<file path="src/hw/rtl/hcbc_pkg.sv">
`timescale 1ns / 1ps
// ----------------------------------------------------------------------------
// hcbc_pkg
// Shared constants, register codes and pixel window helpers for the
// colour blob centroid block.
// ----------------------------------------------------------------------------
package hcbc_pkg;

  localparam int COORD_BITS_DEF = 10;
  localparam int FIFO_DEPTH     = 2;

  localparam int PIX_W      = 8;
  localparam int CFG_IDX_W  = 3;
  localparam int CFG_DATA_W = 11;
  localparam int IN_TDATA_W = 3 * PIX_W;

  localparam logic [CFG_DATA_W-1:0] LINE_WIDTH_RST = 11'd640;
  localparam logic [PIX_W:0]        HUE_MOD        = 9'd255;

  typedef enum logic [CFG_IDX_W-1:0] {
    REG_HUE_CENTER    = 3'd0,
    REG_HUE_TOLERANCE = 3'd1,
    REG_SAT_CENTER    = 3'd2,
    REG_SAT_TOLERANCE = 3'd3,
    REG_VAL_CENTER    = 3'd4,
    REG_VAL_TOLERANCE = 3'd5,
    REG_LINE_WIDTH    = 3'd6
  } cfg_reg_t;

  // value in [0, 2*255] reduced modulo 255
  function automatic logic [PIX_W-1:0] mod_hue(input logic [PIX_W:0] x);
    logic [PIX_W:0] r;
    if (x >= {HUE_MOD[PIX_W-1:0], 1'b0}) begin
      r = x - {HUE_MOD[PIX_W-1:0], 1'b0};
    end else if (x >= HUE_MOD) begin
      r = x - HUE_MOD;
    end else begin
      r = x;
    end
    return r[PIX_W-1:0];
  endfunction

  function automatic logic hue_match(input logic [PIX_W-1:0] centre,
                                     input logic [PIX_W-1:0] h,
                                     input logic [PIX_W-1:0] tol);
    logic [PIX_W-1:0] d1;
    logic [PIX_W-1:0] d2;
    d1 = mod_hue({1'b0, centre} + HUE_MOD - {1'b0, h});
    d2 = mod_hue({1'b0, h} + HUE_MOD - {1'b0, centre});
    return (d1 <= tol) || (d2 <= tol);
  endfunction

  function automatic logic in_window(input logic [PIX_W-1:0] x,
                                     input logic [PIX_W-1:0] centre,
                                     input logic [PIX_W-1:0] tol);
    logic signed [PIX_W+1:0] lo;
    logic signed [PIX_W+1:0] hi;
    logic signed [PIX_W+1:0] xs;
    lo = $signed({2'b00, centre}) - $signed({2'b00, tol});
    hi = $signed({2'b00, centre}) + $signed({2'b00, tol});
    xs = $signed({2'b00, x});
    return (xs >= lo) && (xs <= hi);
  endfunction

endpackage

</file>
<file path="src/hw/rtl/hsv_color_blob_centroid.sv">
`timescale 1ns / 1ps
// ----------------------------------------------------------------------------
// hsv_color_blob_centroid
// HSV colour window classifier with per-frame centroid of matching pixels.
// ----------------------------------------------------------------------------
//  channel  | direction | tdata / payload (lsb first)             | marker
//  s_axis   | in        | hue, saturation, brightness             | tlast = frame_end
//  m_axis   | out       | is_target, centroid_x, centroid_y,      | tlast = centroid_valid
//           |           | pixel_count                             |
//  cfg      | in        | cfg_index, cfg_data                     | always ready
//
//  one pixel per cycle through the front end while the queue has room; each
//  mid-frame result is registered and appears on m_axis in the cycle after its
//  pixel enters the back end; a frame's last pixel holds the back end while the
//  serial divider runs (one quotient bit per cycle for each mean); the two-entry
//  queue lets the front keep taking pixels meanwhile until both entries are full
//  rst is synchronous; no clearing pass, ready right after reset
// ----------------------------------------------------------------------------
module hsv_color_blob_centroid
  import hcbc_pkg::*;
#(
  parameter int COORD_BITS = COORD_BITS_DEF,
  localparam int CNT_W       = 2 * COORD_BITS + 1,
  localparam int OUT_USED    = 1 + 2 * COORD_BITS + CNT_W,
  localparam int OUT_TDATA_W = ((OUT_USED + 7) / 8) * 8
) (
  input  logic                   clk,
  input  logic                   rst,
  input  logic                   cfg_valid,
  output logic                   cfg_ready,
  input  logic [CFG_IDX_W-1:0]   cfg_index,
  input  logic [CFG_DATA_W-1:0]  cfg_data,
  input  logic                   s_axis_tvalid,
  output logic                   s_axis_tready,
  input  logic [IN_TDATA_W-1:0]  s_axis_tdata,  // hue, saturation, brightness
  input  logic                   s_axis_tlast,
  output logic                   m_axis_tvalid,
  input  logic                   m_axis_tready,
  output logic [OUT_TDATA_W-1:0] m_axis_tdata,  // is_target, centroid_x, centroid_y, pixel_count
  output logic                   m_axis_tlast
);

  localparam int SUM_W = 3 * COORD_BITS;
  localparam int Q_W   = 2 + CNT_W + 2 * SUM_W;

  logic                  fq_valid;
  logic                  fq_ready;
  logic [Q_W-1:0]        fq_data;
  logic                  qb_valid;
  logic                  qb_ready;
  logic [Q_W-1:0]        qb_data;
  logic                  res_target;
  logic [COORD_BITS-1:0] res_x;
  logic [COORD_BITS-1:0] res_y;
  logic [CNT_W-1:0]      res_count;

  hcbc_front #(.COORD_BITS(COORD_BITS)) u_front (
    .clk        (clk),
    .rst        (rst),
    .cfg_valid  (cfg_valid),
    .cfg_ready  (cfg_ready),
    .cfg_index  (cfg_index),
    .cfg_data   (cfg_data),
    .pix_valid  (s_axis_tvalid),
    .pix_ready  (s_axis_tready),
    .hue        (s_axis_tdata[PIX_W-1:0]),
    .saturation (s_axis_tdata[2*PIX_W-1:PIX_W]),
    .brightness (s_axis_tdata[3*PIX_W-1:2*PIX_W]),
    .frame_end  (s_axis_tlast),
    .q_valid    (fq_valid),
    .q_ready    (fq_ready),
    .q_data     (fq_data)
  );

  hcbc_fifo #(.WIDTH(Q_W), .DEPTH(FIFO_DEPTH)) u_fifo (
    .clk      (clk),
    .rst      (rst),
    .wr_valid (fq_valid),
    .wr_ready (fq_ready),
    .wr_data  (fq_data),
    .rd_valid (qb_valid),
    .rd_ready (qb_ready),
    .rd_data  (qb_data)
  );

  hcbc_back #(.COORD_BITS(COORD_BITS)) u_back (
    .clk           (clk),
    .rst           (rst),
    .q_valid       (qb_valid),
    .q_ready       (qb_ready),
    .q_data        (qb_data),
    .out_valid     (m_axis_tvalid),
    .out_ready     (m_axis_tready),
    .out_is_target (res_target),
    .out_last      (m_axis_tlast),
    .out_x         (res_x),
    .out_y         (res_y),
    .out_count     (res_count)
  );

  assign m_axis_tdata = {{(OUT_TDATA_W - OUT_USED){1'b0}}, res_count, res_y, res_x, res_target};

endmodule

</file>
<file path="src/hw/rtl/hcbc_fifo.sv">
`timescale 1ns / 1ps
// ----------------------------------------------------------------------------
// hcbc_fifo
// Small register queue between the pixel front end and the centroid back end.
// ----------------------------------------------------------------------------
module hcbc_fifo
  import hcbc_pkg::*;
#(
  parameter int WIDTH = 8,
  parameter int DEPTH = FIFO_DEPTH
) (
  input  logic             clk,
  input  logic             rst,
  input  logic             wr_valid,
  output logic             wr_ready,
  input  logic [WIDTH-1:0] wr_data,
  output logic             rd_valid,
  input  logic             rd_ready,
  output logic [WIDTH-1:0] rd_data
);

  localparam int PTR_W = (DEPTH > 1) ? $clog2(DEPTH) : 1;
  localparam int CNT_W = $clog2(DEPTH + 1);

  logic [WIDTH-1:0] mem [DEPTH];
  logic [PTR_W-1:0] wr_ptr;
  logic [PTR_W-1:0] rd_ptr;
  logic [CNT_W-1:0] fill;
  logic             push;
  logic             pop;

  assign wr_ready = (fill != CNT_W'(DEPTH));
  assign rd_valid = (fill != '0);
  assign rd_data  = mem[rd_ptr];
  assign push     = wr_valid && wr_ready;
  assign pop      = rd_valid && rd_ready;

  always_ff @(posedge clk) begin
    if (push) begin
      mem[wr_ptr] <= wr_data;
    end
  end

  always_ff @(posedge clk) begin
    if (rst) begin
      wr_ptr <= '0;
      rd_ptr <= '0;
      fill   <= '0;
    end else begin
      if (push) begin
        wr_ptr <= (wr_ptr == PTR_W'(DEPTH - 1)) ? '0 : wr_ptr + 1'b1;
      end
      if (pop) begin
        rd_ptr <= (rd_ptr == PTR_W'(DEPTH - 1)) ? '0 : rd_ptr + 1'b1;
      end
      if (push && !pop) begin
        fill <= fill + 1'b1;
      end else if (pop && !push) begin
        fill <= fill - 1'b1;
      end
    end
  end

endmodule

</file>
<file path="src/hw/rtl/hcbc_front.sv">
`timescale 1ns / 1ps
// ----------------------------------------------------------------------------
// hcbc_front
// Configuration registers, colour window test, raster position tracking and
// coordinate accumulation; one queue entry per pixel.
// ----------------------------------------------------------------------------
module hcbc_front
  import hcbc_pkg::*;
#(
  parameter int COORD_BITS = COORD_BITS_DEF,
  localparam int SUM_W = 3 * COORD_BITS,
  localparam int CNT_W = 2 * COORD_BITS + 1,
  localparam int Q_W   = 2 + CNT_W + 2 * SUM_W
) (
  input  logic                  clk,
  input  logic                  rst,
  input  logic                  cfg_valid,
  output logic                  cfg_ready,
  input  logic [CFG_IDX_W-1:0]  cfg_index,
  input  logic [CFG_DATA_W-1:0] cfg_data,
  input  logic                  pix_valid,
  output logic                  pix_ready,
  input  logic [PIX_W-1:0]      hue,
  input  logic [PIX_W-1:0]      saturation,
  input  logic [PIX_W-1:0]      brightness,
  input  logic                  frame_end,
  output logic                  q_valid,
  input  logic                  q_ready,
  output logic [Q_W-1:0]        q_data
);

  localparam int CB = COORD_BITS;

  logic [PIX_W-1:0]      hue_center;
  logic [PIX_W-1:0]      hue_tolerance;
  logic [PIX_W-1:0]      sat_center;
  logic [PIX_W-1:0]      sat_tolerance;
  logic [PIX_W-1:0]      val_center;
  logic [PIX_W-1:0]      val_tolerance;
  logic [CFG_DATA_W-1:0] line_width;

  logic [CB-1:0]    column_counter;
  logic [CB-1:0]    row_counter;
  logic [SUM_W-1:0] column_sum;
  logic [SUM_W-1:0] row_sum;
  logic [CNT_W-1:0] match_count;

  logic [CB:0]      width_eff;
  logic             wrap_pre;
  logic [CB-1:0]    col_eff;
  logic [CB-1:0]    row_eff;
  logic [CB:0]      col_inc;
  logic             hit;
  logic             acc;
  logic [SUM_W-1:0] column_sum_next;
  logic [SUM_W-1:0] row_sum_next;
  logic [CNT_W-1:0] match_count_next;
  logic             accept;

  assign cfg_ready = 1'b1;

  always_ff @(posedge clk) begin
    if (rst) begin
      hue_center    <= '0;
      hue_tolerance <= '0;
      sat_center    <= '0;
      sat_tolerance <= '0;
      val_center    <= '0;
      val_tolerance <= '0;
      line_width    <= LINE_WIDTH_RST;
    end else if (cfg_valid) begin
      unique case (cfg_index)
        REG_HUE_CENTER:    hue_center    <= cfg_data[PIX_W-1:0];
        REG_HUE_TOLERANCE: hue_tolerance <= cfg_data[PIX_W-1:0];
        REG_SAT_CENTER:    sat_center    <= cfg_data[PIX_W-1:0];
        REG_SAT_TOLERANCE: sat_tolerance <= cfg_data[PIX_W-1:0];
        REG_VAL_CENTER:    val_center    <= cfg_data[PIX_W-1:0];
        REG_VAL_TOLERANCE: val_tolerance <= cfg_data[PIX_W-1:0];
        REG_LINE_WIDTH:    line_width    <= cfg_data;
        default: ;
      endcase
    end
  end

  // line width clamped to 1 .. 2^COORD_BITS
  always_comb begin
    if (line_width == '0) begin
      width_eff = (CB+1)'(1);
    end else if (32'(line_width) > (32'd1 << CB)) begin
      width_eff = {1'b1, {CB{1'b0}}};
    end else begin
      width_eff = (CB+1)'(line_width);
    end
  end

  always_comb begin
    wrap_pre = ({1'b0, column_counter} >= width_eff);
    col_eff  = wrap_pre ? '0 : column_counter;
    row_eff  = wrap_pre ? row_counter + 1'b1 : row_counter;
    col_inc  = {1'b0, col_eff} + 1'b1;
    hit      = hue_match(hue_center, hue, hue_tolerance) &&
               in_window(saturation, sat_center, sat_tolerance) &&
               in_window(brightness, val_center, val_tolerance);
    acc      = hit && !match_count[CNT_W-1];
    column_sum_next  = acc ? column_sum + {{(SUM_W-CB){1'b0}}, col_eff} : column_sum;
    row_sum_next     = acc ? row_sum + {{(SUM_W-CB){1'b0}}, row_eff} : row_sum;
    match_count_next = acc ? match_count + 1'b1 : match_count;
  end

  assign pix_ready = q_ready;
  assign q_valid   = pix_valid;
  assign accept    = pix_valid && q_ready;
  assign q_data    = {hit, frame_end, match_count_next, row_sum_next, column_sum_next};

  always_ff @(posedge clk) begin
    if (rst) begin
      column_counter <= '0;
      row_counter    <= '0;
      column_sum     <= '0;
      row_sum        <= '0;
      match_count    <= '0;
    end else if (accept) begin
      if (frame_end) begin
        column_counter <= '0;
        row_counter    <= '0;
        column_sum     <= '0;
        row_sum        <= '0;
        match_count    <= '0;
      end else begin
        column_sum  <= column_sum_next;
        row_sum     <= row_sum_next;
        match_count <= match_count_next;
        if (col_inc >= width_eff) begin
          column_counter <= '0;
          row_counter    <= row_eff + 1'b1;
        end else begin
          column_counter <= col_inc[CB-1:0];
          row_counter    <= row_eff;
        end
      end
    end
  end

endmodule

</file>
<file path="src/hw/rtl/hcbc_back.sv">
`timescale 1ns / 1ps
// ----------------------------------------------------------------------------
// hcbc_back
// Result stage: passes mask bits through and runs a bit-serial restoring
// divider for the two centroid means at frame end.
// ----------------------------------------------------------------------------
module hcbc_back
  import hcbc_pkg::*;
#(
  parameter int COORD_BITS = COORD_BITS_DEF,
  localparam int SUM_W = 3 * COORD_BITS,
  localparam int CNT_W = 2 * COORD_BITS + 1,
  localparam int Q_W   = 2 + CNT_W + 2 * SUM_W
) (
  input  logic                  clk,
  input  logic                  rst,
  input  logic                  q_valid,
  output logic                  q_ready,
  input  logic [Q_W-1:0]        q_data,
  output logic                  out_valid,
  input  logic                  out_ready,
  output logic                  out_is_target,
  output logic                  out_last,
  output logic [COORD_BITS-1:0] out_x,
  output logic [COORD_BITS-1:0] out_y,
  output logic [CNT_W-1:0]      out_count
);

  localparam int CB     = COORD_BITS;
  localparam int STEP_W = $clog2(COORD_BITS);

  typedef enum logic [2:0] {
    ST_IDLE = 3'b001,
    ST_DIV  = 3'b010,
    ST_HOLD = 3'b100
  } back_state_t;

  back_state_t      state;
  logic [STEP_W-1:0] step;
  logic [CNT_W-1:0] divisor;
  logic [CNT_W-1:0] rem_x;
  logic [CNT_W-1:0] rem_y;
  logic [CB-1:0]    quo_x;
  logic [CB-1:0]    quo_y;
  logic             hold_target;

  logic             e_target;
  logic             e_last;
  logic [CNT_W-1:0] e_count;
  logic [SUM_W-1:0] e_row_sum;
  logic [SUM_W-1:0] e_col_sum;
  logic             out_free;
  logic             out_load;
  logic [CNT_W:0]   trial_x;
  logic [CNT_W:0]   trial_y;
  logic             take_x;
  logic             take_y;

  assign {e_target, e_last, e_count, e_row_sum, e_col_sum} = q_data;
  assign out_free = !out_valid || out_ready;
  assign q_ready  = (state == ST_IDLE) && out_free;
  assign out_load = ((state == ST_IDLE) && q_valid && out_free && !e_last) ||
                    ((state == ST_HOLD) && out_free);

  always_comb begin
    trial_x = {rem_x, quo_x[CB-1]};
    trial_y = {rem_y, quo_y[CB-1]};
    take_x  = trial_x >= {1'b0, divisor};
    take_y  = trial_y >= {1'b0, divisor};
  end

  always_ff @(posedge clk) begin
    if (rst) begin
      out_valid <= 1'b0;
    end else if (out_load) begin
      out_valid <= 1'b1;
    end else if (out_ready) begin
      out_valid <= 1'b0;
    end
  end

  always_ff @(posedge clk) begin
    if (rst) begin
      state <= ST_IDLE;
    end else begin
      unique case (state)
        ST_IDLE: begin
          if (q_valid && out_free && e_last) begin
            state <= ST_DIV;
          end
        end
        ST_DIV: begin
          if (step == '0) begin
            state <= ST_HOLD;
          end
        end
        ST_HOLD: begin
          if (out_free) begin
            state <= ST_IDLE;
          end
        end
        default: state <= ST_IDLE;
      endcase
    end
  end

  always_ff @(posedge clk) begin
    unique case (state)
      ST_IDLE: begin
        if (q_valid && out_free) begin
          if (e_last) begin
            divisor     <= e_count;
            rem_x       <= {1'b0, e_col_sum[SUM_W-1:CB]};
            rem_y       <= {1'b0, e_row_sum[SUM_W-1:CB]};
            quo_x       <= e_col_sum[CB-1:0];
            quo_y       <= e_row_sum[CB-1:0];
            hold_target <= e_target;
            step        <= STEP_W'(CB - 1);
          end else begin
            out_is_target <= e_target;
            out_last      <= 1'b0;
            out_x         <= '0;
            out_y         <= '0;
            out_count     <= '0;
          end
        end
      end
      ST_DIV: begin
        rem_x <= take_x ? CNT_W'(trial_x - {1'b0, divisor}) : trial_x[CNT_W-1:0];
        rem_y <= take_y ? CNT_W'(trial_y - {1'b0, divisor}) : trial_y[CNT_W-1:0];
        quo_x <= {quo_x[CB-2:0], take_x};
        quo_y <= {quo_y[CB-2:0], take_y};
        step  <= step - 1'b1;
      end
      ST_HOLD: begin
        if (out_free) begin
          out_is_target <= hold_target;
          out_last      <= 1'b1;
          out_x         <= (divisor == '0) ? '0 : quo_x;
          out_y         <= (divisor == '0) ? '0 : quo_y;
          out_count     <= divisor;
        end
      end
      default: ;
    endcase
  end

endmodule

</file>
<file path="config.mk">
export PLATFORM = sky130hd
export DESIGN_NAME = hsv_color_blob_centroid
export DESIGN_NICKNAME = d
export VERILOG_FILES = /design/src/hw/rtl/hcbc_pkg.sv /design/src/hw/rtl/hsv_color_blob_centroid.sv /design/src/hw/rtl/hcbc_fifo.sv /design/src/hw/rtl/hcbc_front.sv /design/src/hw/rtl/hcbc_back.sv
export SDC_FILE = /design/constraint.sdc
export NUM_CORES = 1
export LEC_CHECK = 0
export ABC_CLOCK_PERIOD_IN_PS = 19300
export BUFFER_PORTS_ARGS = -buffer_cell sky130_fd_sc_hd__clkbuf_2
export CELL_PAD_IN_SITES_DETAIL_PLACEMENT = 1
export CELL_PAD_IN_SITES_GLOBAL_PLACEMENT = 1
export CORE_MARGIN = 4
export CORE_UTILIZATION = 35
export CTS_CLUSTER_SIZE = 40
export DETAILED_ROUTE_END_ITERATION = 7
export PLACE_DENSITY = 0.68
export SLEW_MARGIN = 25
export SYNTH_ARGS = -nofsm -noshare
export SYNTH_HDL_FRONTEND = slang
export SYNTH_SLANG_ARGS = --single-unit
</file>
<file path="constraint.sdc">
create_clock -name clk -period 19.3 [get_ports clk]
set_input_delay 4.825 -clock clk [delete_from_list [all_inputs] [get_ports clk]]
set_output_delay 4.825 -clock clk [all_outputs]
set_load 0.005 [all_outputs]
</file>
==> Yosys cells after proc, flatten, opt, wreduce, memory -nomap -nowiden <==
Memory sizes are Yosys's and may differ from the RTL's. A register that Yosys moved wholly into a read port is not among the register bits.
Cells that the tools add are included.
{ "word_totals": {"n_memories": 1, "ram_bits": 166, "ff_bits": 299, "input_bits": 44, "latch_bits": 0, "mem_bits_ro": 0} }
{ "op_classes": {"shift": 0, "mux": 69, "bitwise_logic": 0, "eq_ne": 16, "div_mod_pow": 0, "n_addsub": 25, "multipliers": 0, "n_reduce_logical": 44, "n_lt_le_gt_ge": 15} }
{ "memory_table": {"columns": ["name", "words", "width", "read_ports", "rd_ports_with_merged_regs", "wr", "line_no", "source"], "rows": [
  ["u_fifo.mem", 2, 83, 1, 1, 1, "hcbc_fifo.sv:25", "logic [WIDTH-1:0] mem [DEPTH];"]
]} }
{ "ops": {"columns": ["op", "n"], "rows": [
  ["$mux 21", 11],
  ["$mux 10", 16],
  ["$pmux 21 s2", 3],
  ["$mux 30", 4],
  ["$pmux 10 s2", 4],
  ["$add 30x10->30", 2],
  ["$ge 22x21->1", 2],
  ["$sub 21x21->21", 2],
  ["$mux 8", 4],
  ["$sub 8x8->8 const B", 4],
  ["$mux 11", 2],
  ["$add 21x1->21 const B", 1],
  ["$logic_not 21->1", 1],
  ["$add 10x1->10 const B", 2],
  ["$ge 9x10->1", 2],
  ["$le 9x10->1", 2],
  ["$add 8x8->9", 2],
  ["$add 8x8->9 const B", 2],
  ["$ge 9x8->1 const B", 2],
  ["$ge 9x9->1 const B", 2],
  ["$sub 8x8->9", 2],
  ["$sub 9x8->9", 2],
  ["$le 8x8->1", 2],
  ["$logic_and 1x1->1", 16],
  ["other kinds (29)", 77]
]} }

==> Longest topological paths before layout <==
{ "logic_depth": {"ltp_word": 12, "mapped_depth": 27, "ltp_nobuf": 23} }

==> Cells and area by module <==
A second synthesis with hierarchy kept.
{ "hier_totals": {"hier_cells": 2768, "area_unflattened_um2": 27311.2} }
{ "modules_own_cells": {"columns": ["module", "area_each_um2", "cells_per_inst", "seq_area_each_um2", "instances"], "rows": [
  ["hcbc_front", 13133.8, 1725, 3203.1, 1],
  ["hcbc_back", 7887.6, 753, 4013.8, 1],
  ["hcbc_fifo", 6233.5, 282, 5084.9, 1],
  ["hsv_color_blob_centroid", 56.3, 8, 0.0, 1]
]} }

==> Least setup slack after synthesis <==
No wires, ideal clock.
{ "synth_path": {"kind": "input -> register", "start": "input port s_axis_tdata[0]", "end": "memory u_fifo.mem[0][68] (netlist bit), data pin", "t_required_ns": 19.027, "stages": 23, "setup_time_ns": 0.273, "arrival_ns": 9.388, "slack_ns": 9.638, "path_cell_list": "inv_1 ha_1 inv_1 fa_1 xnor2_1 ha_1 nand2_1 a2111oi_0 o21a_1 mux2i_1 or3b_1 xnor2_1 ha_1 a21o_1 a21oi_1 o21ai_0 o211ai_1 o2111a_2 buf_4 nand2_2 buf_2 nor3_1 xor2_1"} }
{ "synth_via": {"elab_chain_cells": 11, "elab_cells_between_ends": 22, "classes_between": "7 x add/sub; 6 x order compare; 5 x mux; 4 x reduce/logical"} }
{ "synth_rtl": {"columns": ["element", "line_no", "source"], "rows": [
  ["start, declared", "hsv_color_blob_centroid.sv:35", "input logic [IN_TDATA_W-1:0] s_axis_tdata,"],
  ["$add 8x8->9", "hcbc_pkg.sv:49", "d2 = mod_hue({1'b0, h} + HUE_MOD - {1'b0, centre});"],
  ["$sub 9x8->9", "hcbc_pkg.sv:49", null],
  ["$sub 8x8->8 / $ge 9x8->1 (equally long branches)", "hcbc_pkg.sv:36, hcbc_pkg.sv:35", null],
  ["$mux 8", "hcbc_pkg.sv:35", "end else if (x >= HUE_MOD) begin"],
  ["$mux 8", "hcbc_pkg.sv:33", "if (x >= {HUE_MOD[PIX_W-1:0], 1'b0}) begin"],
  ["$le 8x8->1", "hcbc_pkg.sv:50", "return (d1 <= tol) || (d2 <= tol);"],
  ["$logic_or 1x1->1 (*)", "hcbc_pkg.sv:50", null],
  ["$logic_and 1x1->1 (*)", "hcbc_front.sv:101", "hit = hue_match(hue_center, hue, hue_tolerance) &&"],
  ["$logic_and 1x1->1 (*)", "hcbc_front.sv:102", "in_window(saturation, sat_center, sat_tolerance) &&"],
  ["$logic_and 1x1->1 (*)", "hcbc_front.sv:104", "acc = hit && !match_count[CNT_W-1];"],
  ["$mux 21 (*)", "hcbc_front.sv:107", "match_count_next = acc ? match_count + 1'b1 : match_count;"],
  ["named net fq_data[68]", "hsv_color_blob_centroid.sv:48", "logic [Q_W-1:0] fq_data;"],
  ["end, declared", "hcbc_fifo.sv:25", null]
]} }
The timed path passes the listed nets; every way through them passes the cells marked *.

==> Worst setup path after layout <==
{ "layout_path": {"start": "input port s_axis_tdata[1]", "end": "register u_front.row_sum[3]"} }
{ "layout_via": {"elab_chain_cells": 12, "elab_cells_between_ends": 23, "classes_between": "7 x add/sub; 6 x order compare; 6 x mux; 4 x reduce/logical"} }
{ "layout_rtl": {"columns": ["element", "line_no", "source"], "rows": [
  ["$add 8x8->9", "hcbc_pkg.sv:49", null],
  ["$sub 9x8->9", "hcbc_pkg.sv:49", null],
  ["$sub 8x8->8 / $ge 9x8->1 (equally long branches)", "hcbc_pkg.sv:36, hcbc_pkg.sv:35", null],
  ["$mux 8", "hcbc_pkg.sv:35", null],
  ["$mux 8", "hcbc_pkg.sv:33", null],
  ["$le 8x8->1", "hcbc_pkg.sv:50", null],
  ["$logic_or 1x1->1 (*)", "hcbc_pkg.sv:50", null],
  ["$logic_and 1x1->1 (*)", "hcbc_front.sv:101", null],
  ["$logic_and 1x1->1 (*)", "hcbc_front.sv:102", null],
  ["$logic_and 1x1->1 (*)", "hcbc_front.sv:104", null],
  ["$mux 30 (*)", "hcbc_front.sv:106", "row_sum_next = acc ? row_sum + {{(SUM_W-CB){1'b0}}, row_eff} : row_sum;"],
  ["named net fq_data[33]", "hsv_color_blob_centroid.sv:48", null],
  ["$mux 30 (*)", "hcbc_front.sv:123", "if (frame_end) begin"],
  ["end signal, assigned", "hcbc_front.sv:131", "row_sum <= row_sum_next;"],
  ["end, declared", "hcbc_front.sv:45", "logic [SUM_W-1:0] row_sum;"]
]} }
Marks and branches as above.
A chain may end at the register's enable or synchronous reset.

==> results.cfg <==
[synth]
ys_types = 89
synth_seq_cells = 466
ys_async_sr_fraction_pct = 0
synth_edf_count = 297
synth-seq-area-share_pct = 45.3
syn-mean-instance-area_sq_um = 9.93
synth_warnings = 0
netlist_area_sq_um = 27100
syn-instance-count = 2734
ys.flop_type = edfxtp_1

[floorplan]
die_h_microns = 286
start_util_pct = 35.5
floorplan.die.width_microns = 286
fp.dieArea_sq_um = 82100
ios = 96
row_count = 101
core_area_sq_um = 76500

[min_path]
worst_hold_startpoint = u_front.hue_tolerance[4]
holdPathStages = 2
hold_end = u_front.hue_tolerance[4]
hold_path_class = reg2reg

[grt]
use_met2_pct = 32.6
grt_pass1_vias = 22300
grt_overflow_total = 0
antenna_found_initial = 1
grt_pass1_wl_microns = 124000
grt_max_degree = 72
grtUsageTotal_pct = 18.8
use_met3_pct = 3.29
top_usage_layer = met2
use_met1_pct = 24.0

[detailed_routing]
first_pass_iters = 5
drt-total-wl_microns = 78500
via_count = 21000
wl_per_cell_microns = 20.4
drc = 0
drt-initial-drc-count = 1178
ant_nets = 0
routed_via_density = 5.45

[placed_design]
io_buffers = 88
hpwl_microns = 56500
place_congestion = 0.857

[cts]
clock_latency_ps = 630
clkTransAtPathRegs_ps = 60
cts_tree = done
root_buffer = clkbuf_16
cts_buffers = 53
cts_buffer_depth = 3
cts_max_level = 2
hold_buffers = 0
post_cts_resized = 0
cts_setup_buffers = 0
cts.sink_count = 466

[critical_path]
worstSetupPathType = in2reg
crit_start = s_axis_tdata[1]
ff2ff_setup_slack_ps = 12610
rr_worst_depth = 21
critPathArrivalTime_ps = 11180
r2r_start = u_front.hue_center[0]
startpoint_type = input port
worst_r2r_endpoint = u_front.row_sum[3]
end_kind = flop
crit_required_ps = 19790
crit_fanout = 70

[timing]
timing.hold.ws_ps = 457
period_share_pct = 55.4
timing.slew.headroom_pct = 31.2
skew_ps = 42.5
slew_violations = 0
setup_violations = 0
rsz0062_at_grt = false
fmax_ghz = 0.0936
period_minus_slack_ps = 10690
tns_ps = 0
worst_pin_slew_ps = 1030
timing.final.hold_violations = 0

[pwr]
peakVddDrop_mv = 0.0803
power.density_nw_per_um2 = 115
power_leakage_nw = 11.3

[final_layout]
final_common_cell = edfxtp_1
antenna_cells = 0
area_delta_synth_final_pct = 11.8
nets = 3019
drive_above_1_share_pct = 9.76
final_cell_mix = 297 x edfxtp_1, 268 x nand2_1, 191 x ha_1

[job]
cap_violations = 0

[status]
status = complete, no violations
==> area by class of cell <==
cell class,count,area (sq um)
Sequential cell,466,12300
Multi-Input combinational cell,1987,13700
Clock inverter,28,324
Fill cell,8679,46100
Clock buffer,70,1470
Inverter,158,593
Tap cell,1030,1290
Timing Repair Buffer,108,613
==> kinds of logic (layout without fill, tap and decap cells) <==
| kind of cell | after synthesis | count (layout) | share of synthesized area (%) |
|---|---|---|---|
| AO/OA/AOI/OAI | 653 | 653 | 15.6 |
| AND/OR/NAND/NOR | 845 | 845 | 15.2 |
| other | 2 | 7 | 0.0277 |
| multiplexers | 114 | 114 | 4.61 |
| flip-flops | 466 | 466 | 45.3 |
| XOR/XNOR | 167 | 167 | 5.39 |
| buffers and inverters | 286 | 364 | 4.27 |
| adder cells (fa/ha/maj) | 201 | 201 | 9.54 |
==> synthesized netlist by cell type, drive strengths merged, types with 22 or more instances <==
cell type  count  area (sq um)
edfxtp       297          8920
nand2        271          1020
ha           191          2390
a21oi        187           940
dfxtp        169          3380
inv          156           586
nor2         153           574
o21ai        135           676
xnor2        115          1010
clkbuf        89           334
nand3         84           425
mux2i         68           681
nor3          60           305
xor2          52           455
and2          49           309
nor2b         47           294
mux2          46           571
nand4         46           288
a31oi         44           275
a21o          41           308
buf           39           231
a211oi        36           270
nor4          34           228
and3          28           175
a22o          24           210
o211ai        23           173
nand2b        22           138
==> flip-flops by register name, summed over array words and instances, names as in the netlist, 10 cells and up, named ones only <==
name / count
u_back.out_y: 10
u_front.line_width: 11
u_fifo.mem: 166
u_back.quo_x: 10
u_back.out_x: 10
u_back.rem_y: 21
u_back.divisor: 21
u_front.column_counter: 10
u_front.column_sum: 30
u_back.out_count: 21
u_front.match_count: 21
u_front.row_counter: 10
u_front.row_sum: 30
u_back.rem_x: 21
u_back.quo_y: 10
==> how the worst max path moves through the flow <==
stage / end / slack (ps) / cells past startpoint
3_5_place_dp: u_front.row_sum[2] / 8060 / 23
6_report: u_front.row_sum[3] / 8610 / 22
2_1_floorplan: u_fifo.mem[0][68] / 9640 / 23
5_1_grt: u_front.row_sum[3] / 8050 / 23
4_1_cts: u_front.row_sum[3] / 8680 / 22
3_3_place_gp: u_front.row_sum[3] / 8110 / 23
==> through the flow <==
stage	util, %	setup slack [ps]	power [mW]	instances	cell area (sq um)
finish	39.7	8610	3.48	3847	30300
global route	39.7	8050	3.68	3847	30300
CTS	39.6	8680	3.51	3846	30300
detailed placement	37.3	8060	2.46	3748	28500
global placement	37.3	8110	2.42	3748	28500
floorplan	-	9640	2.11	2739	27200
==> worst max-delay path, cell delays in order <==
cell and delay [ps]:
clkbuf_2 160, inv_1 60, ha_1 310, a21o_1 190, a21oi_1 370, xnor2_1 340, nand3_1 200, a2111oi_0 590
o21a_1 300, mux2i_1 240, or3b_1 380, xnor2_1 140, ha_1 310, nand4_1 140, nor2_1 140, a221oi_1 90
o211ai_1 140, o2111a_2 230, buf_4 420, and2_4 910, mux2_2 440, a22o_1 220
==> routing by layer <==
layer  routed length (microns)  part of all wire [%]
met4                      2260                   2.9
met5                         0                     0
met1                     34500                    44
met2                     37800                    48
met3                      3940                   5.0
==> power by group <==
| part | internal (mW) | total (mW) | switching (mW) |
|---|---|---|---|
| Clock | 0.607 | 1.03 | 0.427 |
| Combinational | 0.394 | 1.08 | 0.685 |
| Sequential | 1.27 | 1.37 | 0.0933 |
| Total | 2.27 | 3.48 | 1.20 |
Note: power is estimated with default switching activity, not from simulation.
